$ cat src/msg_pkg.sv
// Shared types, constants and codes for the multi-stepper step generator.
package msg_pkg;

    localparam int NUM_STEPPERS = 8;
    localparam int SLOT_W       = 3;
    localparam int COUNT_W      = 4;
    localparam int POS_W        = 32;
    localparam int STEPS_W      = 20;
    localparam int FRAME_W      = 64;
    localparam int FRAC_W       = 3;
    localparam int IDLE_W       = 24;
    localparam int WAKE_W       = 16;
    localparam int AGG_W        = 8;
    localparam int CFG_IDX_W    = 2;
    localparam int CFG_DATA_W   = 24;

    localparam logic OP_TICK = 1'b0;
    localparam logic OP_SET  = 1'b1;

    localparam logic [CFG_IDX_W-1:0] CFG_STEPPERS_IN_USE = 2'd0;
    localparam logic [CFG_IDX_W-1:0] CFG_IDLE_SLEEP      = 2'd1;
    localparam logic [CFG_IDX_W-1:0] CFG_WAKE            = 2'd2;
    localparam logic [CFG_IDX_W-1:0] CFG_DECEL           = 2'd3;

    localparam logic [COUNT_W-1:0] STEPPERS_RESET = 4'd1;
    localparam logic [IDLE_W-1:0]  IDLE_RESET     = 24'd65536;
    localparam logic [WAKE_W-1:0]  WAKE_RESET     = 16'd100;
    localparam logic [AGG_W-1:0]   DECEL_RESET    = 8'd1;

    typedef struct packed {
        logic [IDLE_W-1:0] idle_sleep_frames;
        logic [WAKE_W-1:0] wake_frames;
        logic [AGG_W-1:0]  decel_aggressiveness;
    } cfg_t;

    typedef struct packed {
        logic [POS_W-1:0]   current_position;
        logic [POS_W-1:0]   desired_position;
        logic [STEPS_W-1:0] requested_steps;
        logic               move_pending;
        logic               step_high;
        logic               moving_down;
        logic               select_one;
        logic               select_two;
        logic               is_awake;
        logic [FRAME_W-1:0] awake_at_frame;
        logic [FRAME_W-1:0] last_update_frame;
    } slot_rec_t;

    typedef struct packed {
        logic              rd_en;
        logic [SLOT_W-1:0] rd_slot;
        logic              wr_en;
        logic              wr_set;
        logic [SLOT_W-1:0] wr_slot;
    } eng_ctl_t;

    typedef struct packed {
        logic updated;
        logic direction;
        logic step_level;
        logic ms1;
        logic ms2;
        logic awake;
    } slot_res_t;

endpackage

$ cat src/multi_stepper_step_generator.sv
// Top level: stream ports, configuration registers, frame counter and slot sequencer.
// A tick visiting N slots reads, updates and writes back each slot in the slot memory,
// one result per cycle while the output is taken; the slot memory read and write-back set
// that pace. The next item is taken once a tick's last result is registered, or once a set
// target is written back. Reset clears all slot state through per-entry valid flags, with
// no clearing pass, and loads the configuration registers with defaults.
module multi_stepper_step_generator (
    input  logic        clk,
    input  logic        rst_n,
    input  logic        s_tvalid,
    output logic        s_tready,
    input  logic [39:0] s_tdata,   // target_slot, target_steps, low_endstops, high_endstops, pad
    input  logic        s_tuser,   // operation
    output logic        m_tvalid,
    input  logic        m_tready,
    output logic [7:0]  m_tdata,   // slot, direction, step_level, ms1, ms2, awake
    output logic        m_tuser,   // updated
    output logic        m_tlast,
    input  logic        cfg_we,
    input  logic [msg_pkg::CFG_IDX_W-1:0]  cfg_index,
    input  logic [msg_pkg::CFG_DATA_W-1:0] cfg_data
);
    import msg_pkg::*;

    localparam logic [1:0] S_IDLE   = 2'd0;
    localparam logic [1:0] S_SET_RD = 2'd1;
    localparam logic [1:0] S_SET_WR = 2'd2;
    localparam logic [1:0] S_TICK   = 2'd3;

    logic [1:0]               state_reg;
    logic [1:0]               state_next;
    logic [COUNT_W-1:0]       steppers_reg;
    cfg_t                     cfg_reg;
    logic [FRAME_W-1:0]       frame_reg;
    logic [SLOT_W-1:0]        tslot_reg;
    logic [STEPS_W-1:0]       tsteps_reg;
    logic [NUM_STEPPERS-1:0]  low_reg;
    logic [NUM_STEPPERS-1:0]  high_reg;
    logic [COUNT_W-1:0]       count_reg;
    logic [COUNT_W-1:0]       rd_idx_reg;
    logic                     ex_valid_reg;
    logic [SLOT_W-1:0]        ex_slot_reg;
    logic                     out_valid_reg;
    logic [SLOT_W-1:0]        out_slot_reg;
    slot_res_t                out_res_reg;
    logic                     out_last_reg;

    logic                     in_fire;
    logic                     ex_fire;
    logic                     rd_issue;
    logic [COUNT_W-1:0]       tick_count;
    eng_ctl_t                 ctl;
    slot_res_t                res;

    assign s_tready = (state_reg == S_IDLE);
    assign in_fire  = s_tvalid && s_tready;

    assign tick_count = (steppers_reg > COUNT_W'(NUM_STEPPERS)) ? COUNT_W'(NUM_STEPPERS)
                                                                : steppers_reg;

    assign ex_fire  = (state_reg == S_TICK) && ex_valid_reg && (!out_valid_reg || m_tready);
    assign rd_issue = (state_reg == S_TICK) && (rd_idx_reg < count_reg)
                      && (!ex_valid_reg || ex_fire);

    always_comb
    begin
        ctl.rd_en   = rd_issue || (state_reg == S_SET_RD);
        ctl.rd_slot = (state_reg == S_TICK) ? rd_idx_reg[SLOT_W-1:0] : tslot_reg;
        ctl.wr_en   = ex_fire || (state_reg == S_SET_WR);
        ctl.wr_set  = (state_reg == S_SET_WR);
        ctl.wr_slot = (state_reg == S_TICK) ? ex_slot_reg : tslot_reg;
    end

    msg_slot_engine u_engine (
        .clk          (clk),
        .rst_n        (rst_n),
        .ctl          (ctl),
        .frame        (frame_reg),
        .low_hit      (low_reg[ex_slot_reg]),
        .high_hit     (high_reg[ex_slot_reg]),
        .target_steps (tsteps_reg),
        .cfg          (cfg_reg),
        .res          (res)
    );

    always_comb
    begin
        state_next = state_reg;
        case (state_reg)
            S_IDLE:
            begin
                if (in_fire)
                begin
                    state_next = (s_tuser == OP_SET) ? S_SET_RD : S_TICK;
                end
            end
            S_SET_RD: state_next = S_SET_WR;
            S_SET_WR: state_next = S_IDLE;
            S_TICK:
            begin
                if (rd_idx_reg == count_reg && !ex_valid_reg)
                begin
                    state_next = S_IDLE;
                end
            end
            default: state_next = S_IDLE;
        endcase
    end

    always_ff @(posedge clk or negedge rst_n)
    begin
        if (!rst_n)
        begin
            state_reg     <= S_IDLE;
            steppers_reg  <= STEPPERS_RESET;
            cfg_reg       <= '{IDLE_RESET, WAKE_RESET, DECEL_RESET};
            frame_reg     <= '0;
            count_reg     <= '0;
            rd_idx_reg    <= '0;
            ex_valid_reg  <= 1'b0;
            ex_slot_reg   <= '0;
            out_valid_reg <= 1'b0;
        end
        else
        begin
            state_reg <= state_next;
            if (cfg_we)
            begin
                case (cfg_index)
                    CFG_STEPPERS_IN_USE: steppers_reg <= cfg_data[COUNT_W-1:0];
                    CFG_IDLE_SLEEP:      cfg_reg.idle_sleep_frames <= cfg_data[IDLE_W-1:0];
                    CFG_WAKE:            cfg_reg.wake_frames <= cfg_data[WAKE_W-1:0];
                    CFG_DECEL:           cfg_reg.decel_aggressiveness <= cfg_data[AGG_W-1:0];
                    default:             steppers_reg <= steppers_reg;
                endcase
            end
            if (in_fire && s_tuser == OP_TICK)
            begin
                frame_reg  <= frame_reg + FRAME_W'(1);
                count_reg  <= tick_count;
                rd_idx_reg <= '0;
            end
            else if (rd_issue)
            begin
                rd_idx_reg <= rd_idx_reg + COUNT_W'(1);
            end
            if (rd_issue)
            begin
                ex_valid_reg <= 1'b1;
                ex_slot_reg  <= rd_idx_reg[SLOT_W-1:0];
            end
            else if (ex_fire)
            begin
                ex_valid_reg <= 1'b0;
            end
            if (ex_fire)
            begin
                out_valid_reg <= 1'b1;
            end
            else if (m_tready)
            begin
                out_valid_reg <= 1'b0;
            end
        end
    end

    always_ff @(posedge clk)
    begin
        if (in_fire)
        begin
            tslot_reg  <= s_tdata[2:0];
            tsteps_reg <= s_tdata[22:3];
            low_reg    <= s_tdata[30:23];
            high_reg   <= s_tdata[38:31];
        end
        if (ex_fire)
        begin
            out_slot_reg <= ex_slot_reg;
            out_res_reg  <= res;
            out_last_reg <= (COUNT_W'(ex_slot_reg) + COUNT_W'(1)) == count_reg;
        end
    end

    assign m_tvalid = out_valid_reg;
    assign m_tdata  = {out_res_reg.awake, out_res_reg.ms2, out_res_reg.ms1,
                       out_res_reg.step_level, out_res_reg.direction, out_slot_reg};
    assign m_tuser  = out_res_reg.updated;
    assign m_tlast  = out_last_reg;

`ifndef SYNTHESIS
    a_idle_empty: assert property (@(posedge clk) disable iff (!rst_n)
        s_tready |-> !ex_valid_reg)
        else $error("slot work in flight while accepting a new item");

    a_no_rw_clash: assert property (@(posedge clk) disable iff (!rst_n)
        (rd_issue && ex_fire) |-> (rd_idx_reg[SLOT_W-1:0] != ex_slot_reg))
        else $error("read and write-back of the same slot in one cycle");

    a_slot_in_range: assert property (@(posedge clk) disable iff (!rst_n)
        ex_valid_reg |-> (COUNT_W'(ex_slot_reg) < count_reg))
        else $error("slot in flight beyond the visited count");
`endif

endmodule

$ cat src/msg_step_calc.sv
// Per-slot step decision: endstops, pulse low phase, wake, idle sleep and one move.
module msg_step_calc (
    input  msg_pkg::slot_rec_t                 rec,
    input  logic [msg_pkg::FRAME_W-1:0]        frame,
    input  logic                               low_hit,
    input  logic                               high_hit,
    input  msg_pkg::cfg_t                      cfg,
    output msg_pkg::slot_rec_t                 rec_next,
    output logic                               sent
);
    import msg_pkg::*;

    logic [FRAME_W-1:0] idle_limit;
    logic [FRAME_W-1:0] wake_at;
    logic [POS_W-1:0]   reload_pos;
    logic [POS_W-1:0]   des_pos;
    logic [POS_W-1:0]   gap;
    logic [POS_W-1:0]   th_full;
    logic [POS_W-1:0]   th_half;
    logic [POS_W-1:0]   th_quarter;
    logic [FRAC_W:0]    size;
    logic               sel1;
    logic               sel2;

    assign idle_limit = rec.last_update_frame + FRAME_W'(cfg.idle_sleep_frames);
    assign wake_at    = frame + FRAME_W'(cfg.wake_frames);
    assign reload_pos = {{(POS_W-STEPS_W-FRAC_W){1'b0}}, rec.requested_steps, {FRAC_W{1'b0}}};
    assign des_pos    = (rec.current_position[FRAC_W-1:0] == '0) ? reload_pos
                                                                 : rec.desired_position;
    assign gap        = (rec.current_position > des_pos) ? rec.current_position - des_pos
                                                         : des_pos - rec.current_position;
    assign th_full    = POS_W'({cfg.decel_aggressiveness, 6'b0});
    assign th_half    = POS_W'({cfg.decel_aggressiveness, 5'b0});
    assign th_quarter = POS_W'({cfg.decel_aggressiveness, 4'b0});

    always_comb
    begin
        if (cfg.decel_aggressiveness == '0 || gap > th_full)
        begin
            size = 4'd8; sel1 = 1'b0; sel2 = 1'b0;
        end
        else if (gap > th_half)
        begin
            size = 4'd4; sel1 = 1'b1; sel2 = 1'b0;
        end
        else if (gap > th_quarter)
        begin
            size = 4'd2; sel1 = 1'b0; sel2 = 1'b1;
        end
        else
        begin
            size = 4'd1; sel1 = 1'b1; sel2 = 1'b1;
        end
    end

    always_comb
    begin
        rec_next = rec;
        sent     = 1'b0;
        if (low_hit || high_hit)
        begin
            rec_next.is_awake = 1'b0;
            sent              = 1'b1;
        end
        else if (rec.step_high)
        begin
            rec_next.step_high = 1'b0;
            sent               = 1'b1;
        end
        else if (rec.awake_at_frame > frame)
        begin
            sent = 1'b0;
        end
        else if (rec.is_awake && idle_limit < frame)
        begin
            rec_next.is_awake = 1'b0;
            sent              = 1'b1;
        end
        else if (rec.current_position == rec.desired_position && !rec.move_pending)
        begin
            sent = 1'b0;
        end
        else if (!rec.is_awake)
        begin
            rec_next.is_awake       = 1'b1;
            rec_next.awake_at_frame = wake_at;
            sent                    = 1'b1;
        end
        else
        begin
            sent                      = 1'b1;
            rec_next.desired_position = des_pos;
            if (rec.current_position != des_pos)
            begin
                rec_next.select_one = sel1;
                rec_next.select_two = sel2;
                rec_next.step_high  = 1'b1;
                if (rec.current_position < des_pos)
                begin
                    rec_next.moving_down      = 1'b0;
                    rec_next.current_position = rec.current_position + POS_W'(size);
                end
                else
                begin
                    rec_next.moving_down      = 1'b1;
                    rec_next.current_position = rec.current_position - POS_W'(size);
                end
            end
        end
        if (sent)
        begin
            rec_next.move_pending      = 1'b0;
            rec_next.last_update_frame = frame;
        end
    end

endmodule

$ cat src/msg_slot_engine.sv
// Slot state memory with registered read, entry valid flags and read-modify-write datapath.
module msg_slot_engine (
    input  logic                          clk,
    input  logic                          rst_n,
    input  msg_pkg::eng_ctl_t             ctl,
    input  logic [msg_pkg::FRAME_W-1:0]   frame,
    input  logic                          low_hit,
    input  logic                          high_hit,
    input  logic [msg_pkg::STEPS_W-1:0]   target_steps,
    input  msg_pkg::cfg_t                 cfg,
    output msg_pkg::slot_res_t            res
);
    import msg_pkg::*;

    slot_rec_t                mem [NUM_STEPPERS];
    slot_rec_t                rd_data_reg;
    logic                     rd_ok_reg;
    logic [NUM_STEPPERS-1:0]  valid_reg;
    slot_rec_t                cur_rec;
    slot_rec_t                calc_rec;
    slot_rec_t                set_rec;
    slot_rec_t                wr_data;
    logic                     sent;

    always_ff @(posedge clk)
    begin
        if (ctl.wr_en)
        begin
            mem[ctl.wr_slot] <= wr_data;
        end
        if (ctl.rd_en)
        begin
            rd_data_reg <= mem[ctl.rd_slot];
        end
    end

    always_ff @(posedge clk or negedge rst_n)
    begin
        if (!rst_n)
        begin
            valid_reg <= '0;
            rd_ok_reg <= 1'b0;
        end
        else
        begin
            if (ctl.wr_en)
            begin
                valid_reg[ctl.wr_slot] <= 1'b1;
            end
            if (ctl.rd_en)
            begin
                rd_ok_reg <= valid_reg[ctl.rd_slot];
            end
        end
    end

    assign cur_rec = rd_ok_reg ? rd_data_reg : '0;

    msg_step_calc u_calc (
        .rec      (cur_rec),
        .frame    (frame),
        .low_hit  (low_hit),
        .high_hit (high_hit),
        .cfg      (cfg),
        .rec_next (calc_rec),
        .sent     (sent)
    );

    always_comb
    begin
        set_rec                 = cur_rec;
        set_rec.requested_steps = target_steps;
        set_rec.move_pending    = 1'b1;
    end

    assign wr_data = ctl.wr_set ? set_rec : calc_rec;

    assign res.updated    = sent;
    assign res.direction  = sent & calc_rec.moving_down;
    assign res.step_level = sent & calc_rec.step_high;
    assign res.ms1        = sent & calc_rec.select_one;
    assign res.ms2        = sent & calc_rec.select_two;
    assign res.awake      = sent & calc_rec.is_awake;

endmodule

$ cat config.mk
export PLATFORM = sky130hd
export DESIGN_NAME = multi_stepper_step_generator
export DESIGN_NICKNAME = d
export VERILOG_FILES = /design/src/msg_pkg.sv /design/src/multi_stepper_step_generator.sv /design/src/msg_step_calc.sv /design/src/msg_slot_engine.sv
export SDC_FILE = /design/constraint.sdc
export NUM_CORES = 2
export LEC_CHECK = 0
export BUFFER_PORTS_ARGS = -buffer_cell sky130_fd_sc_hd__buf_2
export CORE_ASPECT_RATIO = 1.5
export CORE_UTILIZATION = 48
export CTS_BUF_LIST = sky130_fd_sc_hd__clkbuf_8
export DETAILED_ROUTE_END_ITERATION = 6
export SLEW_MARGIN = 40
export SYNTH_ARGS = -nofsm -noshare
export SYNTH_HDL_FRONTEND = slang
export SYNTH_HIERARCHICAL = 1
export SYNTH_SLANG_ARGS = --single-unit
$ cat constraint.sdc
create_clock -name clk -period 50.8 [get_ports clk]
set_input_delay 10.16 -clock clk [delete_from_list [all_inputs] [get_ports clk]]
set_output_delay 10.16 -clock clk [all_outputs]
set_load 0.005 [all_outputs]
* Yosys cells after proc, flatten, opt, wreduce, memory -nomap -nowiden
Memory sizes are Yosys's and may differ from the RTL's. A register that Yosys moved wholly into a read port is not among the register bits.
Index checks and enable logic that the tools add are counted.
** Storage, ports and cells
- Bits in registers :: 189
- Bits in writable memories :: 1744
- Input bits :: 72
- Output and inout port bits :: 12
- Logic and storage cells :: 162
- Memories :: 1
** Operators by class
- Add/sub/neg operators :: 9
- Magnitude comparators :: 13
- Eq/ne operators :: 12
- Muxes and demuxes :: 64
- Bitwise operators :: 7
- Reductions and logical operators :: 31
** Memory list
- u_engine.mem :: depth 8, width 218, rd ports 1, clocked after Yosys merged registers in 1, write ports 1, RTL line msg_slot_engine.sv:15 : slot_rec_t mem [NUM_STEPPERS];
** Operators by type and width (count)
- $mux W64 :: 10
- $mux W218 :: 2
- $mux W69 :: 2
- $mux W32 :: 4
- $mux W68 :: 1
- $add A64 B1 Y64 const B :: 1
- $add A64 B16 Y64 :: 1
- $add A64 B24 Y64 :: 1
- $gt A64 B64 Y1 :: 1
- $lt A64 B64 Y1 :: 1
- $sub A32 B32 Y32 :: 2
- $add A32 B4 Y32 :: 1
- $eq A32 B32 Y1 :: 1
- $gt A32 B12 Y1 :: 1
- $gt A32 B13 Y1 :: 1
- $gt A32 B14 Y1 :: 1
- $gt A32 B32 Y1 :: 1
- $lt A32 B32 Y1 :: 1
- $mux W4 :: 8
- $ne A32 B32 Y1 :: 1
- $sub A32 B4 Y32 :: 1
- $mux W1 :: 25
- $lt A3 B4 Y1 const B :: 3
- $logic_and A1 B1 Y1 :: 10
- other kinds (24) :: 55

* Longest topological paths before layout
- Depth in word-level cells :: 19
- Mapped depth :: 52
- Gate-level depth less buffers :: 46

* Cells and area by module
The synthesis kept the hierarchy.
** By module, submodules not included
- msg_slot_engine :: times used 1, cells an instance 3265, area an instance 76454.6 µm², sequential area each 59141.7 µm²
- msg_step_calc :: times used 1, cells an instance 2215, area an instance 15128.3 µm², sequential area each 0.0 µm²
- multi_stepper_step_generator :: times used 1, cells an instance 541, area an instance 7415.9 µm², sequential area each 4757.1 µm²

* Worst setup path after synthesis
No wires, ideal clock.
- Kind :: in2reg
- Start point :: input port m_tready
- End point :: register u_engine.valid_reg[0]
- Setup time :: 160 ps
- Arrival :: 27024 ps
- Data required time :: 50640 ps
- Slack :: 23616 ps
- Cell stages on the path :: 6
- Buffers on the path :: 0
- Path through :: nor2b_1 > nor2_1 > or2_2 > nand2b_1 > nor3_1 > or2_2
** RTL lines
- start: declaration :: RTL line multi_stepper_step_generator.sv:15 : input logic m_tready,
- end signal: assignment :: RTL line msg_slot_engine.sv:41 : valid_reg <= '0;
- end signal: indexed assignment :: RTL line msg_slot_engine.sv:48 : valid_reg[ctl.wr_slot] <= 1'b1;
- end: declaration :: RTL line msg_slot_engine.sv:18 : logic [NUM_STEPPERS-1:0] valid_reg;

==> results.toml <==
[critical_path]
required_ps = 51320
worstPathMaxFanout = 55
startpoint_type = "primary input"
reg2reg_depth = 46
arrival_ps = 14170
cp-end-kind = "flip-flop"
crit_type = "primary input to flip-flop"

[cells_and_area]
nNetsFinal = 6644
largest_reg_flops = 1744
drive_gt1_frac = 0.264
syn_to_final_growth_pct = 10.1
finalCoreUtilization = 0.533
final_area_um2 = 109000
finalNonFillerCells = 9200
nFillCells = 16500

[power]
pwr-share-seq = 0.353
pwr-share-clk = 0.177
switching_share = 0.385
p_switching_mw = 3.04
powerDensity_nw_per_um2 = 72.3
internal-power_mw = 4.84
peakVddDrop_uv = 50.9
comb_power_share = 0.470
finalPower_mw = 7.88
p_leak_nw = 37.5

[sta]
final-hold-violation-count = 0
timing.hold.ws_ps = 469
fin_ws_ps = 37150
min_period_ps = 13650
skew_ps = 97.0
rsz0062_at_grt = "no"
setup_viol = 0
slew_headroom = 0.390
worst_pin_slew_ps = 916
setup_tns_ps = 0
timing.fmax_ghz = 0.0733
fin_crit_sh = 0.269
slew_viol_final = 0

[place]
place_area_um2 = 103000
preCtsSetupSlack_ps = 35940
dp_hpwl_mm = 150
dp.cells = 8597
gp_congestion = 0.923
port_buffers = 82

[worst_hold_path]
holdCritPathClass = "flip-flop to flip-flop"
min_path_cells = 1

[yosys]
synth_cell_types = 99
synth_cells = 6021
yosysTopAreaCell = "edfxtp_1"
synthMostInstantiatedCell = "edfxtp_1"
synth.avg_cell_area_um2 = 16.4
yosysTopAreaCellShare = 0.610
synth_seq_area_share = 0.645
synth_area_leaders = "edfxtp_1, mux4_2, mux2_2"
syn_area_um2 = 99000
synthesis.nets = 6390
synth_edf_count = 2011
synthArstFlopShare = 0.0651
synth_top_cells_by_count = "edfxtp_1, mux2_2, mux4_2"
synth_warnings = 6
synthFlopType = "edfxtp_1"
synth-seq-cells = 2151

[cts]
hold_buffers = 0
root_buffer = "clkbuf_8"
ctsResizeCount = 0
cts_max_path_buffers = 4
postCtsSetupBuffers = 0
clock_sinks = 2151
clk_latency_ps = 950
clkTransAtPathRegs_ps = 60
htree_num_levels = 5
cts_made_buffers = 336
tritoncts = "yes"

[routing]
final_antenna_net_count = 0
vias = 53800
routedWlPerCell_um = 26.4
drc = 0
via_per_inst = 5.84
first_pass_iters = 7
totalWireLength_mm = 243
dr.first_iter.drc_count = 3263

[grt]
grt-ovfl-total = 0
grtUsageTotal = 0.234
grt_start_max_net_pins = 116
grt_pass1_vias = 57700
grt_pass1_wl_mm = 363
antenna_found_initial = 17

[floorplanning]
die-area_um2 = 208000
dieWidth_um = 373
start_util = 0.484
die_h_um = 558
core_area_um2 = 204000
ioPinCount = 84
rows = 203

[status]
status = "finished clean"

[flow_run]
maxCapViolCount = 0
-- area by class of cell --
cell class / instances / area (µm²) / area share
timing repair buffer: 191 / 1750 / 0.0160
inverter: 190 / 713 / 0.00654
antenna: 7 / 17.5 / 0.000161
sequential: 2151 / 63900 / 0.586
clock buffer: 357 / 4910 / 0.0451
clock inverter: 234 / 1380 / 0.0126
tap: 2665 / 3330 / 0.0306
multi-input combinational: 3405 / 33000 / 0.303
-- placed cells by master, fill, tap and decap left out, types with 61 or more instances in the layout --
master    instances
ha_1            292
xor2_1           82
clkbuf_8        359
o21ai_0         147
dfrtp_1         133
mux4_2          441
a21oi_1         202
nand3_1          99
a21o_1           75
xnor2_1         185
nor2_1          188
mux2_2          577
nand2_1         276
and2_1          240
buf_2            81
edfxtp_1       2011
clkinv_1         77
buf_4            61
nand4_1          85
inv_1           275
-- final timing paths --
path	start	endpoint	slack (ps)
max	m_tready	u_engine/mem[4][31]	37150
max in group asynchronous	rst_n	u_engine/rd_ok_reg	40380
max reg2reg	u_engine/rd_ok_reg	u_engine/mem[0][216]	37800
min in group asynchronous	rst_n	m_tvalid	9190
min	u_engine/valid_reg[7]	u_engine/valid_reg[7]	470
min reg2reg	u_engine/valid_reg[7]	u_engine/valid_reg[7]	470
-- logic make-up (layout without fill, tap and decap cells) --
family / Yosys count / in the layout / synth area share
DFF: 2151 / 2151 / 0.645
and+or+nand+nor: 1189 / 1189 / 0.0631
muxes: 1037 / 1037 / 0.168
AOI/OAI and AO/OA: 614 / 614 / 0.0388
buffers and inverters: 465 / 972 / 0.0230
adders and majority gates: 297 / 297 / 0.0379
xor gates and xnor gates: 268 / 268 / 0.0238
other: 0 / 7 / 0
-- critical path, cell delays in order --
cell and delay [ps]:
buf_2 70, nor2b_1 40, buf_4 190, nor2_4 480, or2_2 220, nand2b_1 230, nor2_4 620, buf_6 640
buf_4 680, buf_4 620
-- power groups by stage --
stage | Combinational (mW) | Sequential (mW) | Clock, mW
finish | 3.71 | 2.78 | 1.39
global route | 4.05 | 2.81 | 1.50
CTS | 3.72 | 2.79 | 1.43
detailed placement | 3.70 | 2.82 | 0
global placement | 3.62 | 2.81 | 0
floorplan | 2.68 | 2.91 | 0
-- routing by layer --
layer | share of wire | GRT usage | vias up
met1 | 0.39 | 0.278 | 28000
li1 | - | - | 24100
met5 | 0.00035 | 0 | -
met4 | 0.039 | 0.0914 | 14
met2 | 0.53 | 0.427 | 1257
met3 | 0.042 | 0.0325 | 442
No activity file was read; power rests on OpenSTA's default activity.
